===== config.mk =====
export PLATFORM = sky130hd
export DESIGN_NAME = median_mad_outlier_filter_3x3
export DESIGN_NICKNAME = d
export VERILOG_FILES = /design/src/hdl/mmof_pkg.sv /design/src/hdl/median_mad_outlier_filter_3x3.sv /design/src/hdl/mmof_median9.sv
export VERILOG_INCLUDE_DIRS = /design/src /design/src/hdl
export SDC_FILE = /design/constraint.sdc
export NUM_CORES = 2
export LEC_CHECK = 0
export ABC_AREA = 1
export BUFFER_PORTS_ARGS = -buffer_cell sky130_fd_sc_hd__buf_2
export CAP_MARGIN = 20
export CORE_MARGIN = 3
export CORE_UTILIZATION = 55
export DETAILED_ROUTE_END_ITERATION = 16
export PLACE_DENSITY = 0.85
export SLEW_MARGIN = 20
export SYNTH_ARGS = -nofsm -noshare
export SYNTH_HDL_FRONTEND = slang
export SYNTH_SLANG_ARGS = --single-unit

===== constraint.sdc =====
create_clock -name clock -period 29.7 [get_ports clock]
set_input_delay 2.97 -clock clock [delete_from_list [all_inputs] [get_ports clock]]
set_output_delay 2.97 -clock clock [all_outputs]
set_load 0.01 [all_outputs]

===== src/hdl/median_mad_outlier_filter_3x3_macros.svh =====
// ----------------------------------------------------------------------------
// median_mad_outlier_filter_3x3 assertion macros
// shared concurrent assertion forms, clocked on clock, quiet under reset
// ----------------------------------------------------------------------------
`ifndef MEDIAN_MAD_OUTLIER_FILTER_3X3_MACROS_SVH
`define MEDIAN_MAD_OUTLIER_FILTER_3X3_MACROS_SVH

// same-cycle implication
`define MMOF_ASSERT_IMP(lbl, ante, cons, msg) \
   lbl: assert property (@(posedge clock) disable iff (reset) (ante) |-> (cons)) \
      else $error(msg);

// next-cycle implication
`define MMOF_ASSERT_NEXT(lbl, ante, cons, msg) \
   lbl: assert property (@(posedge clock) disable iff (reset) (ante) |=> (cons)) \
      else $error(msg);

`endif


===== src/hdl/mmof_pkg.sv =====
// ----------------------------------------------------------------------------
// mmof_pkg
// types and constants shared by the 3x3 median / mad outlier filter
// ----------------------------------------------------------------------------
package mmof_pkg;

   // configuration registers
   localparam int REG_BITS       = 16;
   localparam int CSR_INDEX_BITS = 1;

   typedef enum logic [CSR_INDEX_BITS-1:0] {
      CSR_DARK_THRESHOLD = 1'b0,
      CSR_OUTLIER_GAIN   = 1'b1
   } csr_index_type;

   localparam logic [REG_BITS-1:0] DARK_THRESHOLD_RESET = 16'd0;
   localparam logic [REG_BITS-1:0] OUTLIER_GAIN_RESET   = 16'd1138;

   // result decision codes
   typedef enum logic [1:0] {
      DEC_KEEP    = 2'd0,
      DEC_DARK    = 2'd1,
      DEC_OUTLIER = 2'd2
   } decision_type;

   // stage enables of one median network
   typedef struct packed {
      logic rows;
      logic tri3;
      logic med;
   } med_en_type;

   // pipeline depth of the whole filter
   localparam int NUM_STAGES = 10;

endpackage


===== src/hdl/median_mad_outlier_filter_3x3.sv =====
// ----------------------------------------------------------------------------
// median_mad_outlier_filter_3x3
// 3x3 median filter that replaces dark or outlying centre pixels
// ----------------------------------------------------------------------------
// Takes one 3x3 window per beat and returns one filtered centre pixel per
// beat. Throughput is one window per clock while rsp_ready is held high;
// each accepted beat passes through ten register stages: an input register,
// two three-stage median networks (window median, then median of the absolute
// deviations), a deviation stage, a multiply stage and the result register.
// Each stage moves on when the one after it is empty or moving, so bubbles
// close up and a waiting result does not stop new beats while space is left.
// csr registers may only be written while no beat is in flight.
// ----------------------------------------------------------------------------
module median_mad_outlier_filter_3x3 #(
   parameter int PIXEL_BITS     = 16,
   parameter int GAIN_FRAC_BITS = 8
) (
   input  logic                                  clock,
   input  logic                                  reset,
   // configuration
   input  logic                                  csr_write_enable,
   input  mmof_pkg::csr_index_type               csr_index,
   input  logic [mmof_pkg::REG_BITS-1:0]         csr_write_data,
   // request
   input  logic                                  req_valid,
   output logic                                  req_ready,
   input  logic [PIXEL_BITS-1:0]                 req_sample_up_left,
   input  logic [PIXEL_BITS-1:0]                 req_sample_up,
   input  logic [PIXEL_BITS-1:0]                 req_sample_up_right,
   input  logic [PIXEL_BITS-1:0]                 req_sample_left,
   input  logic [PIXEL_BITS-1:0]                 req_center_sample,
   input  logic [PIXEL_BITS-1:0]                 req_sample_right,
   input  logic [PIXEL_BITS-1:0]                 req_sample_down_left,
   input  logic [PIXEL_BITS-1:0]                 req_sample_down,
   input  logic [PIXEL_BITS-1:0]                 req_sample_down_right,
   // response
   output logic                                  rsp_valid,
   input  logic                                  rsp_ready,
   output logic [PIXEL_BITS-1:0]                 rsp_filtered_pixel,
   output mmof_pkg::decision_type                rsp_decision
);
   import mmof_pkg::*;
   `include "median_mad_outlier_filter_3x3_macros.svh"

   localparam int CMP_BITS  = (PIXEL_BITS > REG_BITS) ? PIXEL_BITS : REG_BITS;
   localparam int PROD_BITS = REG_BITS + PIXEL_BITS;
   localparam int SIDE_BITS = 3 * PIXEL_BITS + 1;
   localparam int LAST      = NUM_STAGES - 1;

   // side vector fields: {dark, diff, med, centre}
   localparam int CEN_LO  = 0;
   localparam int MED_LO  = PIXEL_BITS;
   localparam int DIFF_LO = 2 * PIXEL_BITS;
   localparam int DARK_AT = 3 * PIXEL_BITS;

   logic [REG_BITS-1:0]   dark_threshold_ff;
   logic [REG_BITS-1:0]   outlier_gain_ff;

   logic [NUM_STAGES-1:0] v_ff;
   logic [NUM_STAGES-1:0] en;

   logic [PIXEL_BITS-1:0] w0_ff [9];
   logic [PIXEL_BITS-1:0] w1_ff [9];
   logic [PIXEL_BITS-1:0] w2_ff [9];
   logic [PIXEL_BITS-1:0] w3_ff [9];
   logic [PIXEL_BITS-1:0] med3_out;

   logic [PIXEL_BITS-1:0] dev_in [9];
   logic [PIXEL_BITS-1:0] dev4_ff [9];
   logic [SIDE_BITS-1:0]  side4_in;
   logic [SIDE_BITS-1:0]  side4_ff, side5_ff, side6_ff, side7_ff, side8_ff;
   logic [PIXEL_BITS-1:0] mad7_out;

   logic [PROD_BITS-1:0]  prod8_in, prod8_ff;
   logic [PROD_BITS-1:0]  scaled8_in, scaled8_ff;

   logic [PIXEL_BITS-1:0] pix9_in, pix9_ff;
   decision_type          dec9_in, dec9_ff;

   med_en_type            med_a_en, med_b_en;

   // configuration registers
   always_ff @(posedge clock) begin
      if (reset) begin
         dark_threshold_ff <= DARK_THRESHOLD_RESET;
         outlier_gain_ff   <= OUTLIER_GAIN_RESET;
      end else if (csr_write_enable) begin
         unique case (csr_index)
            CSR_DARK_THRESHOLD: dark_threshold_ff <= csr_write_data;
            CSR_OUTLIER_GAIN:   outlier_gain_ff   <= csr_write_data;
            default: ;
         endcase
      end
   end

   // stage load enables: a stage loads when empty or when its successor loads
   always_comb begin
      en[LAST] = !v_ff[LAST] || rsp_ready;
      for (int i = LAST - 1; i >= 0; i--) begin
         en[i] = !v_ff[i] || en[i+1];
      end
   end

   always_ff @(posedge clock) begin
      if (reset) begin
         v_ff <= '0;
      end else begin
         if (en[0]) begin
            v_ff[0] <= req_valid;
         end
         for (int i = 1; i < NUM_STAGES; i++) begin
            if (en[i]) begin
               v_ff[i] <= v_ff[i-1];
            end
         end
      end
   end

   assign req_ready = en[0];

   // input register
   always_ff @(posedge clock) begin
      if (en[0]) begin
         w0_ff[0] <= req_sample_up_left;
         w0_ff[1] <= req_sample_up;
         w0_ff[2] <= req_sample_up_right;
         w0_ff[3] <= req_sample_left;
         w0_ff[4] <= req_center_sample;
         w0_ff[5] <= req_sample_right;
         w0_ff[6] <= req_sample_down_left;
         w0_ff[7] <= req_sample_down;
         w0_ff[8] <= req_sample_down_right;
      end
   end

   // window median, stages 1 to 3
   assign med_a_en = '{rows: en[1], tri3: en[2], med: en[3]};

   mmof_median9 #(
      .DATA_BITS (PIXEL_BITS)
   ) u_med_window (
      .clock     (clock),
      .en        (med_a_en),
      .sample_in (w0_ff),
      .med_out   (med3_out)
   );

   // window travels alongside the median network
   always_ff @(posedge clock) begin
      if (en[1]) w1_ff <= w0_ff;
      if (en[2]) w2_ff <= w1_ff;
      if (en[3]) w3_ff <= w2_ff;
   end

   // absolute deviations, centre distance and dark test
   always_comb begin
      for (int i = 0; i < 9; i++) begin
         dev_in[i] = (w3_ff[i] > med3_out) ? (w3_ff[i] - med3_out)
                                          : (med3_out - w3_ff[i]);
      end
      side4_in[CEN_LO +: PIXEL_BITS]  = w3_ff[4];
      side4_in[MED_LO +: PIXEL_BITS]  = med3_out;
      side4_in[DIFF_LO +: PIXEL_BITS] = dev_in[4];
      side4_in[DARK_AT] = CMP_BITS'(w3_ff[4]) < CMP_BITS'(dark_threshold_ff);
   end

   always_ff @(posedge clock) begin
      if (en[4]) begin
         dev4_ff  <= dev_in;
         side4_ff <= side4_in;
      end
   end

   // median of the deviations, stages 5 to 7
   assign med_b_en = '{rows: en[5], tri3: en[6], med: en[7]};

   mmof_median9 #(
      .DATA_BITS (PIXEL_BITS)
   ) u_med_dev (
      .clock     (clock),
      .en        (med_b_en),
      .sample_in (dev4_ff),
      .med_out   (mad7_out)
   );

   always_ff @(posedge clock) begin
      if (en[5]) side5_ff <= side4_ff;
      if (en[6]) side6_ff <= side5_ff;
      if (en[7]) side7_ff <= side6_ff;
   end

   // gain times mad against scaled centre distance
   assign prod8_in   = PROD_BITS'(outlier_gain_ff) * PROD_BITS'(mad7_out);
   assign scaled8_in = PROD_BITS'(side7_ff[DIFF_LO +: PIXEL_BITS]) << GAIN_FRAC_BITS;

   always_ff @(posedge clock) begin
      if (en[8]) begin
         prod8_ff   <= prod8_in;
         scaled8_ff <= scaled8_in;
         side8_ff   <= side7_ff;
      end
   end

   // final choice: dark first, then outlier, else keep
   always_comb begin
      priority if (side8_ff[DARK_AT]) begin
         pix9_in = side8_ff[MED_LO +: PIXEL_BITS];
         dec9_in = DEC_DARK;
      end else if (scaled8_ff > prod8_ff) begin
         pix9_in = side8_ff[MED_LO +: PIXEL_BITS];
         dec9_in = DEC_OUTLIER;
      end else begin
         pix9_in = side8_ff[CEN_LO +: PIXEL_BITS];
         dec9_in = DEC_KEEP;
      end
   end

   always_ff @(posedge clock) begin
      if (en[9]) begin
         pix9_ff <= pix9_in;
         dec9_ff <= dec9_in;
      end
   end

   assign rsp_valid          = v_ff[LAST];
   assign rsp_filtered_pixel = pix9_ff;
   assign rsp_decision       = dec9_ff;

   // checks
   `MMOF_ASSERT_IMP(a_full_stall_blocks, (&v_ff) && !rsp_ready, !req_ready, "accept while full and stalled")
   `MMOF_ASSERT_NEXT(a_full_stays_full, (&v_ff) && !rsp_ready, (&v_ff), "beat lost during stall")
   `MMOF_ASSERT_IMP(a_occupancy, !$past(reset), $countones(v_ff) + $past(rsp_valid && rsp_ready) == $past($countones(v_ff)) + $past(req_valid && req_ready), "pipeline occupancy mismatch")
   `MMOF_ASSERT_IMP(a_dark_needs_threshold, rsp_valid && rsp_decision == DEC_DARK, dark_threshold_ff != '0, "dark decision with test disabled")

endmodule


===== src/hdl/mmof_median9.sv =====
// ----------------------------------------------------------------------------
// mmof_median9
// three-stage median of nine: row sort, max/median/min across rows,
// median of three
// ----------------------------------------------------------------------------
module mmof_median9 #(
   parameter int DATA_BITS = 16
) (
   input  logic                      clock,
   input  mmof_pkg::med_en_type      en,
   input  logic [DATA_BITS-1:0]      sample_in [9],
   output logic [DATA_BITS-1:0]      med_out
);
   import mmof_pkg::*;

   function automatic logic [DATA_BITS-1:0] min_of(input logic [DATA_BITS-1:0] a,
                                                    input logic [DATA_BITS-1:0] b);
      return (a < b) ? a : b;
   endfunction

   function automatic logic [DATA_BITS-1:0] max_of(input logic [DATA_BITS-1:0] a,
                                                    input logic [DATA_BITS-1:0] b);
      return (a < b) ? b : a;
   endfunction

   function automatic logic [DATA_BITS-1:0] med3(input logic [DATA_BITS-1:0] a,
                                                  input logic [DATA_BITS-1:0] b,
                                                  input logic [DATA_BITS-1:0] c);
      return max_of(min_of(a, b), min_of(max_of(a, b), c));
   endfunction

   logic [DATA_BITS-1:0] row_min_in [3];
   logic [DATA_BITS-1:0] row_mid_in [3];
   logic [DATA_BITS-1:0] row_max_in [3];
   logic [DATA_BITS-1:0] row_min_ff [3];
   logic [DATA_BITS-1:0] row_mid_ff [3];
   logic [DATA_BITS-1:0] row_max_ff [3];
   logic [DATA_BITS-1:0] lo_in, mid_in, hi_in;
   logic [DATA_BITS-1:0] lo_ff, mid_ff, hi_ff;
   logic [DATA_BITS-1:0] med_in, med_ff;

   // sort each row of three
   always_comb begin
      logic [DATA_BITS-1:0] lo1, hi1, t;
      for (int r = 0; r < 3; r++) begin
         lo1 = min_of(sample_in[3*r], sample_in[3*r+1]);
         hi1 = max_of(sample_in[3*r], sample_in[3*r+1]);
         t   = min_of(hi1, sample_in[3*r+2]);
         row_max_in[r] = max_of(hi1, sample_in[3*r+2]);
         row_min_in[r] = min_of(lo1, t);
         row_mid_in[r] = max_of(lo1, t);
      end
   end

   always_ff @(posedge clock) begin
      if (en.rows) begin
         row_min_ff <= row_min_in;
         row_mid_ff <= row_mid_in;
         row_max_ff <= row_max_in;
      end
   end

   // largest minimum, median of medians, smallest maximum
   always_comb begin
      lo_in  = max_of(max_of(row_min_ff[0], row_min_ff[1]), row_min_ff[2]);
      mid_in = med3(row_mid_ff[0], row_mid_ff[1], row_mid_ff[2]);
      hi_in  = min_of(min_of(row_max_ff[0], row_max_ff[1]), row_max_ff[2]);
   end

   always_ff @(posedge clock) begin
      if (en.tri3) begin
         lo_ff  <= lo_in;
         mid_ff <= mid_in;
         hi_ff  <= hi_in;
      end
   end

   // the median of the three candidates is the window median
   assign med_in = med3(lo_ff, mid_ff, hi_ff);

   always_ff @(posedge clock) begin
      if (en.med) begin
         med_ff <= med_in;
      end
   end

   assign med_out = med_ff;

endmodule

==> summary.md <==
| Metric | Value |
|---|---|
| Crit start category | input pin |
| Finished Core Util | 60.26% |
| Max transition margin | 25.83% |
| Hold Vio Cnt, Final | 0 |
| Most used DFF post-synth | edfxtp_1 |
| Fin nets | 10880 |
| Global-route wire length before repair | 371500 um |
| Reg2reg start | dev4_ff[137] |
| Setup slack, reg-to-reg | 22.18 ns |
| Commonest non-fill, non-tap cell in the layout | nand2_1 |
| YS warnings | 0 |
| Setup_tns | 0 ns |
| Slew at the pin with the worst max-slew slack | 1.112 ns |
| Endpoints failing setup | 0 |
| Post_cts resized | 0 |
| Most frequent CP cell | nor2_1 |
| Max Cap Viol | 0 |
| Number of register bits inferred by synthesis | 1457 |
| Drt wl/cell | 20.70 um |
| CP max-delay cell | nor2_1 |
| I/O pin count | 186 |
| Antenna Violating Nets Remaining | 0 |
| Synthesis-to-layout area growth | 8.451% |
| Starting density of the core | 55.57% |
| CP Max Fanout | 85 |
| Worst hold path type | reg -> reg |
| Largest net degree at the start of global routing | 161 |
| WP buf/inv | 10 |
| CP Class | in -> out |
| CP arrival | 7.66 ns |
| Post-Syn Area | 90760 um^2 |
| RSZ-0062 raised after global routing | no |
| Worst clock skew | 0.03666 ns |
| Antenna violations before repair | 6 |
| Drt total wl | 244500 um |
| Top post-synthesis cells by area | edfxtp_1 (47%), ha_1 (14%), nand2_1 (8.5%), inv_1 (6.0%), fa_1 (4.7%) |
| Avg Inst Size Synth | 9.613 um^2 |
| Worst setup EP type | output port |
| WP data required | 26.73 ns |
| Asr flop ratio synth | 0% |
| Top-area cell type share of the netlist area | 46.82% |
| 1st-pass router iterations | 12 |
| # diodes | 0 |
| CTS sink cnt | 1457 |
| Mapped Cells | 9441 |
| Worst r2r path cells | 25 |
| Min-Delay Path Depth | 0 |
| Remaining DRCs | 0 |
| Hold Path Sink | side5_ff[27] |
| Root Buffer | clkbuf_16 |
| Number of port buffers | 185 |
| CP startpoint | rsp_ready |
| GRT Util Overall | 28.56% |
| Final worst-path cycle share | 35.79% |
| Grt total ovfl | 0 |
| EDFF count, synth | 1415 |
| GPL Wtd Cong | 0.9748 |
| Hpwl dp | 189500 um |
| Via count | 67390 |
| CTS buffer count | 149 |
| DR vias/cell | 5.704 |
| # hold bufs at CTS | 0 |
| CTS H-tree depth | 4 |
| Slew Viols, Final | 0 |
| Clock Tree Buf Depth | 3 |
| Die width | 412.2 um |
| Core area | 163300 um^2 |
| Full die area | 169900 um^2 |
| Die height | 412.2 um |
| Status | complete, no violations |
| Clock slew at reported path FFs | 0.07 ns |
| Site Rows | 148 |
| 1st-iter DRT viols | 6796 |
| Synth cell types | 59 |
| Sequential element share of the synthesized area | 47.74% |
| Hold_sp | side4_ff[27] |
| CP delay by family, top | simple AND/OR/NAND/NOR gates |
| Post-synth top area cell | edfxtp_1 |
| Commonest cells after routing, fill and taps aside | nand2_1 (2048), inv_1 (1454), edfxtp_1 (1415), ha_1 (984), a21oi_1 (710) |
| CTS tree | built |
| Post-CTS Setup Repair Bufs | 0 |
| Cells along the critical path | buf_2, nor2_1, inv_1, nor2_1, clkinv_2, nor2_1, inv_2, nor2_1, clkinv_2, nor2_1, inv_6, nor2_1, inv_6, nor2_1, inv_6, nor2_1, clkinvlp_4, nor2_1, nand2_4, buf_2 |
| Synth Net Count | 10800 |
| Max stage delay on crit path | 0.47 ns |
| F_max | 94.07 MHz |
| Clock Latency Late Sink | 0.80 ns |
| Share of cells above drive strength 1 | 5.675% |
| Vias in the first global route | 64750 |
| Final min period | 10.63 ns |
| Reg-to-Reg End | u_med_dev.row_mid_ff[41] |
how the worst max path moves through the flow:
stage,to,slack [ns],depth (start not counted)
after floorplan,u_med_window.row_max_ff[0],1.33,18
after global placement,req_ready,19.02,20
after detailed placement,req_ready,19.06,20
after CTS,req_ready,19.03,20
after global routing,req_ready,18.70,20
final,req_ready,19.07,20
layout make-up:
class                           instances  area [um^2]
Clock buffer                          181         3923
Clock inverter                         89         1033
Fill cell                           12970        64900
Inverter                             1462         5517
Multi-Input combinational cell       6214        40580
Sequential cell                      1457        43330
Tap cell                             2175         2721
Timing Repair Buffer                  235         1326
per-stage QoR:
stage	area, um^2	setup WS [ns]	std cells	hold slack (ns)
2_1_floorplan	90760	1.328	9441	0.4003
3_3_place_gp	93470	19.02	11540	0.4004
3_5_place_dp	93470	19.06	11540	0.4045
4_1_cts	98430	19.03	11810	0.4048
5_1_grt	98430	18.70	11810	0.4171
6_report	98430	19.07	11810	0.4129
worst register-to-register path, cell delays in order, from the launching register on:
cell	delay, ns
edfxtp_1	0.43
ha_1	0.31
nand2_1	0.08
inv_1	0.05
o21ai_0	0.13
a21oi_1	0.09
nor2_2	0.16
nand2_2	0.57
o21ai_0	0.73
ha_1	0.36
a21o_1	0.16
a2111oi_0	0.92
nand2_2	0.74
inv_1	0.36
nand2_1	0.07
o21ai_1	0.17
inv_1	0.08
ha_1	0.31
a21oi_1	0.15
nor2_1	0.05
a211oi_1	0.19
nand2_1	0.10
nand2_2	0.47
nand2_4	0.35
nand2_1	0.15
nand2_1	0.08
sequential cells by signal (all words and copies together), names as in the netlist, 32 cells and up:
register / cells
w0_ff: 144
u_med_dev.row_mid_ff: 48
prod8_ff: 32
u_med_window.row_max_ff: 48
u_med_window.row_mid_ff: 48
w1_ff: 144
u_med_dev.row_min_ff: 48
side4_ff: 34
side6_ff: 49
w2_ff: 144
side8_ff: 49
u_med_window.row_min_ff: 48
u_med_dev.row_max_ff: 48
dev4_ff: 143
side7_ff: 49
side5_ff: 49
w3_ff: 128
logic make-up after synthesis:
family	share of synthesized area, %
buffers and inverters	7.573
and+or+nand+nor	13.86
AOI/OAI and AO/OA	10.35
adders and majority gates	18.24
DFF	47.74
muxes	0.7279
xor gates and xnor gates	1.505
metal layers:
metal | vias up | share of wire [%] | GRT usage [%]
met3 | 681 | 7.0 | 3.889
met4 | 12 | 7.1 | 17.70
li1 | 31980 | - | -
met2 | 2916 | 46 | 45.77
met1 | 31800 | 40 | 36.83
met5 | - | 0.030 | 0
cell usage after synthesis (48+ instances only):
library cell,number
nand3_1,390
nand2_1,2049
inv_1,1462
a21oi_1,710
edfxtp_1,1415
mux2i_1,48
a211oi_1,55
clkbuf_1,230
o21ai_0,694
nor2_1,475
nand4_1,53
ha_1,984
nor3_1,59
xor2_1,93
fa_1,212
xnor2_1,63
Power is not shown: default switching activity piles up to over one toggle a cycle in this logic, so the estimate is an artifact.
